File: config.mk
export PLATFORM = sky130hd
export DESIGN_NAME = sorted_timer_queue_top
export DESIGN_NICKNAME = d
export VERILOG_FILES = /design/src/hdl/stq_pkg.sv /design/src/hdl/sorted_timer_queue_top.sv /design/src/hdl/stq_cell.sv
export SDC_FILE = /design/constraint.sdc
export NUM_CORES = 2
export LEC_CHECK = 0
export ABC_CLOCK_PERIOD_IN_PS = 25500
export BUFFER_PORTS_ARGS = -buffer_cell sky130_fd_sc_hd__buf_2
export CORE_ASPECT_RATIO = 1.1
export CORE_MARGIN = 8
export CORE_UTILIZATION = 50
export CTS_CLUSTER_DIAMETER = 50
export CTS_CLUSTER_SIZE = 25
export DETAILED_ROUTE_END_ITERATION = 8
export GPL_TIMING_DRIVEN = 0
export PLACE_DENSITY = 0.74
export SLEW_MARGIN = 5
export SYNTH_ARGS = -nofsm -noshare
export SYNTH_HDL_FRONTEND = slang
export SYNTH_SLANG_ARGS = --single-unit
File: constraint.sdc
create_clock -name clk -period 25.5 [get_ports clk]
set_clock_uncertainty 0.15 [all_clocks]
set_input_delay 2.55 -clock clk [delete_from_list [all_inputs] [get_ports clk]]
set_output_delay 2.55 -clock clk [all_outputs]
set_load 0.01 [all_outputs]
File: src/hdl/stq_pkg.sv
// ---------------------------------------------------------------------------
// stq_pkg: shared types and constants of the sorted timer queue
// Status, request, time mode and keep mode codes, cell operations and the cell structs.
// ---------------------------------------------------------------------------
package stq_pkg;

  localparam int QueueDepthDef = 16;
  localparam int TimeBitsDef   = 32;
  localparam int MaxResults    = 16;

  localparam logic [2:0] ST_INSERTED = 3'd0;
  localparam logic [2:0] ST_BAD_TIME = 3'd1;
  localparam logic [2:0] ST_KEPT     = 3'd2;
  localparam logic [2:0] ST_BAD_KEEP = 3'd3;
  localparam logic [2:0] ST_FULL     = 3'd4;
  localparam logic [2:0] ST_FIRED    = 3'd5;
  localparam logic [2:0] ST_NONE     = 3'd6;

  localparam logic FUNC_REGISTER = 1'b0;
  localparam logic FUNC_TICK     = 1'b1;

  localparam logic [1:0] TM_ABSOLUTE = 2'd1;
  localparam logic [1:0] TM_RELATIVE = 2'd2;

  localparam logic [1:0] KM_NONE     = 2'd0;
  localparam logic [1:0] KM_EARLIEST = 2'd1;
  localparam logic [1:0] KM_LATEST   = 2'd2;
  localparam logic [1:0] KM_INVALID  = 2'd3;

  typedef enum logic [1:0] {
    OP_HOLD   = 2'd0,
    OP_REMOVE = 2'd1,
    OP_INSERT = 2'd2,
    OP_POP    = 2'd3
  } cell_op_t;

  typedef struct packed {
    cell_op_t   op;
    logic [1:0] keep_mode;
  } cell_ctrl_t;

  typedef struct packed {
    logic le;     // valid and stored deadline at or before the key
    logic found;  // an owner match here or in some cell to the left
    logic kept;   // first owner match, and the policy keeps it
  } cell_stat_t;

endpackage

File: src/hdl/sorted_timer_queue_top.sv
// ---------------------------------------------------------------------------
// sorted_timer_queue_top: timer queue kept sorted by deadline
// Registers timers with a keep policy and fires due entries on a tick, at most 16.
// ---------------------------------------------------------------------------
//
// Channel   Handshake          Payload
// request   start / busy       func, deadline, time_mode, keep_mode, owner_id, now
// result    valid (strobe)     status, fired_owner, fired_deadline, last
//
// A register request passes through deadline computation, owner search and
// removal, and insertion; without a keep policy it skips the search, and a
// rejected mode ends it after the deadline computation. A tick fires the due
// entries one result at a time, at most 16, or gives one ST_NONE result when
// nothing is due. Every step moves the whole row of cells at once, so no step
// depends on the queue's fill. Reset empties the queue at once; busy is low after reset.
// Results cannot be stalled: each is shown for one cycle with valid high.
module sorted_timer_queue_top #(
  parameter int QUEUE_DEPTH = stq_pkg::QueueDepthDef,
  parameter int TIME_BITS   = stq_pkg::TimeBitsDef
) (
  input  logic        clk,
  input  logic        rst,
  input  logic        start,
  output logic        busy,
  input  logic        func,
  input  logic [31:0] deadline,
  input  logic [1:0]  time_mode,
  input  logic [1:0]  keep_mode,
  input  logic [7:0]  owner_id,
  input  logic [31:0] now,
  output logic        valid,
  output logic [2:0]  status,
  output logic [7:0]  fired_owner,
  output logic [31:0] fired_deadline,
  output logic        last
);
  import stq_pkg::*;

  localparam int CW = $clog2(QUEUE_DEPTH + 1);
  localparam int NW = $clog2(MaxResults + 1);

  typedef enum logic [4:0] {
    S_IDLE = 5'b00001,
    S_CALC = 5'b00010,
    S_KEEP = 5'b00100,
    S_INS  = 5'b01000,
    S_TICK = 5'b10000
  } state_t;

  state_t state;

  // Request captured at the transfer, both times cut or zero-extended to TIME_BITS.
  logic [TIME_BITS-1:0] req_dl;
  logic [1:0]           req_tmode;
  logic [1:0]           req_kmode;
  logic [7:0]           req_owner;
  logic [TIME_BITS-1:0] req_now;
  logic [TIME_BITS-1:0] dl_in, now_in, fired_dl_full;

  logic [CW-1:0] count;
  logic [NW-1:0] fired_n;

  generate
    if (TIME_BITS >= 32) begin : g_wide
      assign dl_in  = TIME_BITS'(deadline);
      assign now_in = TIME_BITS'(now);
    end else begin : g_narrow
      assign dl_in  = deadline[TIME_BITS-1:0];
      assign now_in = now[TIME_BITS-1:0];
    end
  endgenerate

  // Relative deadlines saturate at the largest time value.
  logic [TIME_BITS:0] rel_sum;
  assign rel_sum = {1'b0, req_now} + {1'b0, req_dl};

  // The row of cells. The key is the new deadline, or now during a tick.
  cell_ctrl_t           ctrl;
  logic [TIME_BITS-1:0] key;
  logic [TIME_BITS-1:0] c_dl  [QUEUE_DEPTH];
  logic [7:0]           c_own [QUEUE_DEPTH];
  cell_stat_t           c_stat[QUEUE_DEPTH];
  logic [QUEUE_DEPTH-1:0] kept_v;

  assign key = (state == S_TICK) ? req_now : req_dl;

  for (genvar i = 0; i < QUEUE_DEPTH; i++) begin : g_cell
    logic                 l_le, f_in;
    logic [TIME_BITS-1:0] l_dl, r_dl;
    logic [7:0]           l_own, r_own;

    if (i == 0) begin : g_first
      assign l_le  = 1'b1;
      assign f_in  = 1'b0;
      assign l_dl  = '0;
      assign l_own = '0;
    end else begin : g_mid
      assign l_le  = c_stat[i-1].le;
      assign f_in  = c_stat[i-1].found;
      assign l_dl  = c_dl[i-1];
      assign l_own = c_own[i-1];
    end
    if (i == QUEUE_DEPTH - 1) begin : g_end
      assign r_dl  = '0;
      assign r_own = '0;
    end else begin : g_inner
      assign r_dl  = c_dl[i+1];
      assign r_own = c_own[i+1];
    end

    stq_cell #(.TIME_BITS(TIME_BITS)) u_cell (
      .clk           (clk),
      .ctrl          (ctrl),
      .entry_valid   (count > CW'(i)),
      .key           (key),
      .key_owner     (req_owner),
      .left_le       (l_le),
      .found_in      (f_in),
      .left_deadline (l_dl),
      .left_owner    (l_own),
      .right_deadline(r_dl),
      .right_owner   (r_own),
      .cell_deadline (c_dl[i]),
      .cell_owner    (c_own[i]),
      .stat          (c_stat[i])
    );
    assign kept_v[i] = c_stat[i].kept;
  end

  // Tick decisions look only at the head and the entry behind it.
  logic head_due, next_due, tick_last;
  assign head_due = c_stat[0].le;
  generate
    if (QUEUE_DEPTH > 1) begin : g_next
      assign next_due = c_stat[1].le;
    end else begin : g_single
      assign next_due = 1'b0;
    end
  endgenerate
  assign tick_last = !next_due || (fired_n == NW'(MaxResults - 1));

  always_comb begin
    ctrl.keep_mode = req_kmode;
    ctrl.op        = OP_HOLD;
    unique case (state)
      S_KEEP: begin
        if (c_stat[QUEUE_DEPTH-1].found && (kept_v == '0)) begin
          ctrl.op = OP_REMOVE;
        end
      end
      S_INS: begin
        if (count < CW'(QUEUE_DEPTH)) begin
          ctrl.op = OP_INSERT;
        end
      end
      S_TICK: begin
        if (head_due) begin
          ctrl.op = OP_POP;
        end
      end
      default: begin
      end
    endcase
  end

  assign busy = (state != S_IDLE);

  generate
    if (TIME_BITS >= 32) begin : g_out_wide
      assign fired_deadline = fired_dl_full[31:0];
    end else begin : g_out_narrow
      assign fired_deadline = {{(32-TIME_BITS){1'b0}}, fired_dl_full};
    end
  endgenerate

  always_ff @(posedge clk) begin
    if (rst) begin
      state   <= S_IDLE;
      count   <= '0;
      fired_n <= '0;
      valid   <= 1'b0;
    end else begin
      valid <= 1'b0;
      unique case (state)
        S_IDLE: begin
          if (start) begin
            req_dl    <= dl_in;
            req_tmode <= time_mode;
            req_kmode <= keep_mode;
            req_owner <= owner_id;
            req_now   <= now_in;
            fired_n   <= '0;
            state     <= (func == FUNC_TICK) ? S_TICK : S_CALC;
          end
        end
        S_CALC: begin
          if (req_tmode == TM_RELATIVE) begin
            req_dl <= rel_sum[TIME_BITS] ? '1 : rel_sum[TIME_BITS-1:0];
          end
          if (req_tmode != TM_RELATIVE && req_tmode != TM_ABSOLUTE) begin
            valid  <= 1'b1;
            status <= ST_BAD_TIME;
            state  <= S_IDLE;
          end else if (req_kmode == KM_INVALID) begin
            valid  <= 1'b1;
            status <= ST_BAD_KEEP;
            state  <= S_IDLE;
          end else if (req_kmode == KM_NONE) begin
            state <= S_INS;
          end else begin
            state <= S_KEEP;
          end
        end
        S_KEEP: begin
          if (kept_v != '0) begin
            valid  <= 1'b1;
            status <= ST_KEPT;
            state  <= S_IDLE;
          end else begin
            if (ctrl.op == OP_REMOVE) begin
              count <= count - 1'b1;
            end
            state <= S_INS;
          end
        end
        S_INS: begin
          valid <= 1'b1;
          if (ctrl.op == OP_INSERT) begin
            status <= ST_INSERTED;
            count  <= count + 1'b1;
          end else begin
            status <= ST_FULL;
          end
          state <= S_IDLE;
        end
        S_TICK: begin
          valid <= 1'b1;
          if (head_due) begin
            status  <= ST_FIRED;
            count   <= count - 1'b1;
            fired_n <= fired_n + 1'b1;
            if (tick_last) begin
              state <= S_IDLE;
            end
          end else begin
            status <= ST_NONE;
            state  <= S_IDLE;
          end
        end
        default: state <= S_IDLE;
      endcase
    end
  end

  // Result payload; non-fired results carry zero owner and deadline.
  always_ff @(posedge clk) begin
    if (state == S_TICK && head_due) begin
      fired_owner   <= c_own[0];
      fired_dl_full <= c_dl[0];
      last          <= tick_last;
    end else begin
      fired_owner   <= '0;
      fired_dl_full <= '0;
      last          <= 1'b1;
    end
  end

endmodule

File: src/hdl/stq_cell.sv
// ---------------------------------------------------------------------------
// stq_cell: one slot of the sorted queue
// Holds one entry, compares it with the key and moves data to or from its
// neighbors on insert, remove and pop.
// ---------------------------------------------------------------------------
module stq_cell #(
  parameter int TIME_BITS = stq_pkg::TimeBitsDef
) (
  input  logic                 clk,
  input  stq_pkg::cell_ctrl_t  ctrl,
  input  logic                 entry_valid,
  input  logic [TIME_BITS-1:0] key,
  input  logic [7:0]           key_owner,
  input  logic                 left_le,
  input  logic                 found_in,
  input  logic [TIME_BITS-1:0] left_deadline,
  input  logic [7:0]           left_owner,
  input  logic [TIME_BITS-1:0] right_deadline,
  input  logic [7:0]           right_owner,
  output logic [TIME_BITS-1:0] cell_deadline,
  output logic [7:0]           cell_owner,
  output stq_pkg::cell_stat_t  stat
);
  import stq_pkg::*;

  logic le, ge, match, first;

  assign le    = entry_valid && (cell_deadline <= key);
  assign ge    = entry_valid && (cell_deadline >= key);
  assign match = entry_valid && (cell_owner == key_owner);
  assign first = match && !found_in;

  assign stat.le    = le;
  assign stat.found = found_in || match;
  assign stat.kept  = first && (((ctrl.keep_mode == KM_EARLIEST) && le) ||
                                ((ctrl.keep_mode == KM_LATEST) && ge));

  always_ff @(posedge clk) begin
    case (ctrl.op)
      OP_POP: begin
        cell_deadline <= right_deadline;
        cell_owner    <= right_owner;
      end
      OP_REMOVE: begin
        if (stat.found) begin
          cell_deadline <= right_deadline;
          cell_owner    <= right_owner;
        end
      end
      OP_INSERT: begin
        if (!le) begin
          if (left_le) begin
            cell_deadline <= key;
            cell_owner    <= key_owner;
          end else begin
            cell_deadline <= left_deadline;
            cell_owner    <= left_owner;
          end
        end
      end
      default: begin
      end
    endcase
  end

endmodule

# Word level (Yosys, flattened, before mapping)
# Cells that the tools add are included.
# W data, S select, Z words.
# totals
out_inout_bits	46
reg_bits	776
elab_cells	527
inputBits	80
# classes
mux	162
n_bitwise	1
n_eq_ne	73
magnitude_cmp	49
add_sub_neg	4
n_reduce_logical	193
# ops
operator	n
$mux W32	51
$pmux W32 S3	16
$ge A32 B32 Y1	16
$le A32 B32 Y1	16
$pmux W8 S3	16
$mux W8	47
$eq A8 B8 Y1	16
$logic_and A1 B1 Y1	114
$pmux W32 S2	1
$reduce_and A3 Y1	18
$mux W5	10
$ne A2 B2 Y1 const B	24
$gt A5 B4 Y1 const B	8
$ne A2 B1 Y1 const B	17
$add A32 B32 Y33	1
$logic_or A1 B1 Y1	32
$gt A5 B3 Y1 const B	4
$pmux W5 S4	1
$logic_not A1 Y1	16
$logic_not A16 Y1	1
$mux W4	4
$reduce_bool A16 Y1	1
$pmux W5 S3	1
$mux W3	4
other kinds (29)	47

# Longest topological paths before layout
# depth
word_depth	27
mapped_depth	20
ltp_nobuf	16

# By module
# Synthesis repeated with hierarchy kept, for this count alone.
# unflattened
cells_unflattened	5684
hier_area_um2	54967.7
# by_module_without_submodules
mod	instances	seq_area_each_um2	cells_per_inst	area_each_um2
stq_cell	16	1201.2	312	2996.6
sorted_timer_queue_top	1	3513.4	692	7021.7

# Worst setup path after synthesis
# Ideal clock, no wire load.
# synth_timing
path_type	reg2reg
start	register state[2]
end	register g_cell[8].u_cell.cell_deadline[0], enable pin
t_required_ps	24852
setup_ps	498
setup_slack_ps	16716
path_stages_with_launch	20
synth_period_minus_slack_ps	8784
arrival_time_ps	8136
path_buffers	4
cell_sequence	dfxtp_1 -> nor2_1 -> nand3_1 -> clkbuf_1 -> buf_1 -> mux2i_1 -> clkbuf_1 -> ha_1 -> a21oi_1 -> o21ai_0 -> a2111oi_0 -> or4b_1 -> a31oi_1 -> mux2i_1 -> a211oi_1 -> o31ai_1 -> and4_1 -> buf_6 -> nor2_8 -> a211oi_1
# synth_via
elab_chain_cells	14
word_cells_on_any_way	144
cone_classes	order compare: 32; eq/ne: 8; mux: 4; reduce/logical: 100
# synth_rtl
element	line	rtl
start: declaration	sorted_timer_queue_top.sv:50	state_t state;
start signal: assignment	sorted_timer_queue_top.sv:193	state <= (func == FUNC_TICK) ? S_TICK : S_CALC;
$eq A5 B5 Y1	sorted_timer_queue_top.sv:85, sorted_timer_queue_top.sv:145	
$mux W32	sorted_timer_queue_top.sv:85	assign key = (state == S_TICK) ? req_now : req_dl;
$le A32 B32 Y1 or $ge A32 B32 Y1 (tied branches)	stq_cell.sv:28, stq_cell.sv:29	
$logic_and A1 B1 Y1 (on tied branches)	stq_cell.sv:28, stq_cell.sv:29	
$logic_and A1 B1 Y1 (on tied branches)	stq_cell.sv:35, stq_cell.sv:36	
$logic_or A1 B1 Y1	stq_cell.sv:35	assign stat.kept = first && (((ctrl.keep_mode == KM_EARLIEST) && le) ||
$logic_and A1 B1 Y1	stq_cell.sv:35	
$logic_not A16 Y1	sorted_timer_queue_top.sv:147	if (c_stat[QUEUE_DEPTH-1].found && (kept_v == '0)) begin
$logic_and A1 B1 Y1	sorted_timer_queue_top.sv:147	
$mux W1	sorted_timer_queue_top.sv:147	
$pmux W2 S3	sorted_timer_queue_top.sv:145	unique case (state)
$eq A2 B2 Y1 or $eq A2 B1 Y1 (tied branches)	stq_cell.sv:39	case (ctrl.op)
$ne A2 B2 Y1 (no source line), or another cell as far along	--	
$reduce_and A3 Y1 (no source line) (*)	--	
end signal: assignment	stq_cell.sv:41	cell_deadline <= right_deadline;
end signal: assignment	stq_cell.sv:46	cell_deadline <= right_deadline;
end signal: assignment	stq_cell.sv:53	cell_deadline <= key;
end: declaration	stq_cell.sv:20	output logic [TIME_BITS-1:0] cell_deadline,
# Mark *: on every way between the ends. The rest lies on a longest branch, timed or not.
# A chain may end at the register's enable or synchronous reset.

# Worst setup path after layout
# layout_timing
start	register state[3]
end	register g_cell[3].u_cell.cell_deadline[6], enable pin
# layout_via
elab_chain_cells	14
word_cells_on_any_way	144
cone_classes	order compare: 32; eq/ne: 8; mux: 4; reduce/logical: 100
# layout_rtl
element	line
$eq A5 B5 Y1	sorted_timer_queue_top.sv:85, sorted_timer_queue_top.sv:145
$mux W32	sorted_timer_queue_top.sv:85
$le A32 B32 Y1 or $ge A32 B32 Y1 (tied branches)	stq_cell.sv:28, stq_cell.sv:29
$logic_and A1 B1 Y1 (on tied branches)	stq_cell.sv:28, stq_cell.sv:29
$logic_and A1 B1 Y1 (on tied branches)	stq_cell.sv:35, stq_cell.sv:36
$logic_or A1 B1 Y1	stq_cell.sv:35
$logic_and A1 B1 Y1	stq_cell.sv:35
$logic_not A16 Y1	sorted_timer_queue_top.sv:147
$logic_and A1 B1 Y1	sorted_timer_queue_top.sv:147
$mux W1	sorted_timer_queue_top.sv:147
$pmux W2 S3	sorted_timer_queue_top.sv:145
$eq A2 B2 Y1 or $eq A2 B1 Y1 (tied branches)	stq_cell.sv:39
$ne A2 B2 Y1 (no source line), or another cell as far along	--
$reduce_and A3 Y1 (no source line) (*)	--
end signal: assignment	stq_cell.sv:41
end signal: assignment	stq_cell.sv:46
end signal: assignment	stq_cell.sv:53
end: declaration	stq_cell.sv:20
# Marked as above.

==> impl_metrics.ini <==
[floorplanning]
fp.dieW_um = 322.2
num_io_pins = 126
die-area_mm2 = 0.1137
coreArea_mm2 = 0.1023
fp.dieH_um = 352.8
initial_utilization_pct = 50.39
placement_rows = 123

[placement]
io_buffers = 125
dpl.cell_count = 7084
gp_congestion = 1.038
dp_hpwl_um = 161100

[power]
p_sw_w = 0.0008248
peakVddDrop_mv = 0.05723
p_total_w = 0.003126
power.density_mw_per_mm2 = 53.39
p_sw_share_pct = 26.38
internal_power_w = 0.002302
total_leakage_power_nw = 23.88
seqPwrFrac_pct = 44.3
clock_power_share_pct = 47.2
p_comb_share_pct = 8.4

[layout]
nets = 6447
drive_above_1_share_pct = 8.244
fillers = 8914
final_common_cell = nand2_1
final_cell_mix = nand2_1 (883), o21ai_0 (848), edfxtp_1 (719)
final_cells = 7270
area_growth_pct = 13.56
diodes = 0

[clocking]
cts_hold_buffers = 0
clock-root-buffer = clkbuf_16
ctsLongestPathBuffers = 3
clkSlewWorstSetupHoldPaths_ns = 0.07
post_cts_resized = 0
cts_tree = done
htreeDepth = 3
post_cts_buffers = 0
cts_num_sinks = 776
numCtsBuffers = 98
worstSkewPairLatency_ns = 0.72

[synthesis]
async_flop_share_pct = 0
avgSynthCellArea_um2 = 9.333
synth_nets = 6163
ys.flop_type = edfxtp_1
ys_warn_count = 0
syn-instance-count = 5525
synth-edff-count = 719
synth.ff_latch_count = 776
synth_cell_type_count = 81
yosysTopAreaCell = edfxtp_1
synthTopCellsByArea = edfxtp_1 (42%), ha_1 (14%), o21ai_0 (8.2%)
yosys.area.top_type_share_pct = 41.87
netlist_area_mm2 = 0.05157
synth-seq-area-share_pct = 44.08

[critical_path]
crit_slowest_cell = mux2i_1
end_kind = flip-flop
critPathMaxFanout = 25
criticalPathCategory = flip-flop to flip-flop
reg2reg_depth = 21
cp_cell_sequence = nor2_1, nand3_1, clkbuf_1, buf_1, mux2i_1, clkbuf_2, ha_1, nand4_1, or4_1, a31oi_1, or2_2, o311ai_0, o211ai_1, nor4_4, and4_1, buf_6, nor2_8, nor3_2, buf_8, buf_4, buf_4
startpoint_type = flip-flop
reg2reg_from = state[3]
cp.required_ns = 25.76
worstPathArrival_ns = 10.19
startpoint = state[3]
reg2reg_slack_ns = 15.57
slowest_delay_ns = 1.12
path_delay_family = buffers and inverters
r2r-end = g_cell[3].u_cell.cell_deadline[6]
crit_top_cell = buf_4
critPathBufInv = 7

[grt]
grt_pass1_wl_um = 293800
grt_antenna_before_repair = 0
grt_overflow_total = 0
grt_max_degree = 34
gr-usage-all-layers_pct = 34.65
grt_pass1_vias = 44640

[status]
violations = capacitance limit
status = complete, but fails checks

[timing]
hold-worst-slack_ns = 0.3426
final-setup-viol-count = 0
fin_tns_setup_ns = 0
rsz0062_at_grt = false
tightest_slew_ns = 1.439
hold_viol_final = 0
layout_min_cycle_time_ns = 9.930
slew_headroom_pct = 1.310
fmax_ghz = 0.1007
timing.final.max_slew_violations = 0
fin_crit_sh_pct = 38.94

[route]
first_pass_iters = 6
antenna_left = 0
avgViaCountPerCell = 6.459
vias = 46960
drcViolationCount = 0
wirelength_um = 203900
drtIter0Drc = 6855
wl_per_cell_um = 28.04

[hold_path]
hp-start = fired_n[1]
hold_depth = 2
whs_endpoint = fired_n[1]
hp-class = flip-flop to flip-flop

[job]
maxCapViolations = 1
worst register-to-register path, delay by kind of cell (launching register included):
kind	cells	cell delay, ns
buffers and inverters	7	3.40
AND/OR/NAND/NOR	9	2.68
AO/OA/AOI/OAI	3	1.52
multiplexers	1	1.12
adder cells (fa/ha/maj)	1	0.41
flip-flops	1	0.36
logic make-up (layout without fill, tap and decap cells):
logic type	after synthesis	in the layout	share of synthesized area, %
AND/OR/NAND/NOR	1798	1798	15.38
AO/OA/AOI/OAI	1674	1674	18.15
flip-flops	776	776	44.08
adder cells (fa/ha/maj)	558	558	13.55
buffers and inverters	404	774	3.086
multiplexers	161	161	3.135
XOR/XNOR	154	154	2.616
synth_stat cells, types with 56 or more instances:
cell type / instances
dfxtp_1: 57
nor2_1: 453
a211oi_1: 56
ha_1: 557
mux2i_1: 157
o21ai_0: 848
xor2_1: 83
nand3_1: 56
clkbuf_1: 298
a21o_1: 86
nand2_1: 883
nand4_1: 135
a21oi_1: 493
xnor2_1: 71
edfxtp_1: 719
how the worst max path moves through the flow:
stage | endpoint | slack (ns) | cells past startpoint
finish | g_cell[3].u_cell.cell_deadline[6] | 15.57 | 21
global route | g_cell[3].u_cell.cell_deadline[6] | 15.41 | 21
CTS | g_cell[3].u_cell.cell_deadline[6] | 15.95 | 21
detailed placement | g_cell[3].u_cell.cell_deadline[7] | 15.96 | 21
global placement | g_cell[8].u_cell.cell_deadline[8] | 10.76 | 19
floorplan | g_cell[8].u_cell.cell_deadline[0] | 16.72 | 19
final cells by class:
type / count / area, um2 / area share, %
multi-input cells: 4345 / 27460 / 46.90
inverters: 53 / 198.9 / 0.3397
clock inverters: 77 / 922.1 / 1.575
clock buffers: 109 / 2524 / 4.310
plain buffers: 351 / 1433 / 2.447
flip-flops and latches: 776 / 22730 / 38.82
repair buffers: 184 / 1565 / 2.673
well taps: 1375 / 1720 / 2.938
layer usage:
metal	track usage, %	vias to the layer above	wire [um]
met5	0	-	0
met2	51.73	3262	86390
met3	6.973	555	24180
li1	-	20960	-
met1	45.21	22190	76570
met4	23.47	0	16720
state kept, by name, summed over array words and instances (netlist names):
register / flops
req_kmode: 2
g_cell.u_cell.cell_owner: 128
req_owner: 8
count: 5
req_dl: 32
req_tmode: 2
valid: 1
fired_deadline: 32
last: 1
req_now: 32
status: 3
fired_owner: 8
g_cell.u_cell.cell_deadline: 512
state: 5
fired_n: 5
through the flow:
stage                     setup WS, ns  utilization (%)  area (um2)
after detailed placement         15.96            53.85       55110
after global routing             15.41            57.22       58560
after global placement           10.76            52.68       53910
after floorplan                  16.72                -       51570
after CTS                        15.95            57.21       58550
final                            15.57            57.22       58560
power groups by stage:
stage	logic, W	clock network [W]	registers [W]
2_1_floorplan	0.000157	0	0.00141
3_3_place_gp	0.000237	0	0.00141
3_5_place_dp	0.000254	0	0.00141
4_1_cts	0.000256	0.00147	0.00139
5_1_grt	0.000284	0.00152	0.00139
6_report	0.000264	0.00148	0.00139
(Power assumes the default switching activity.)
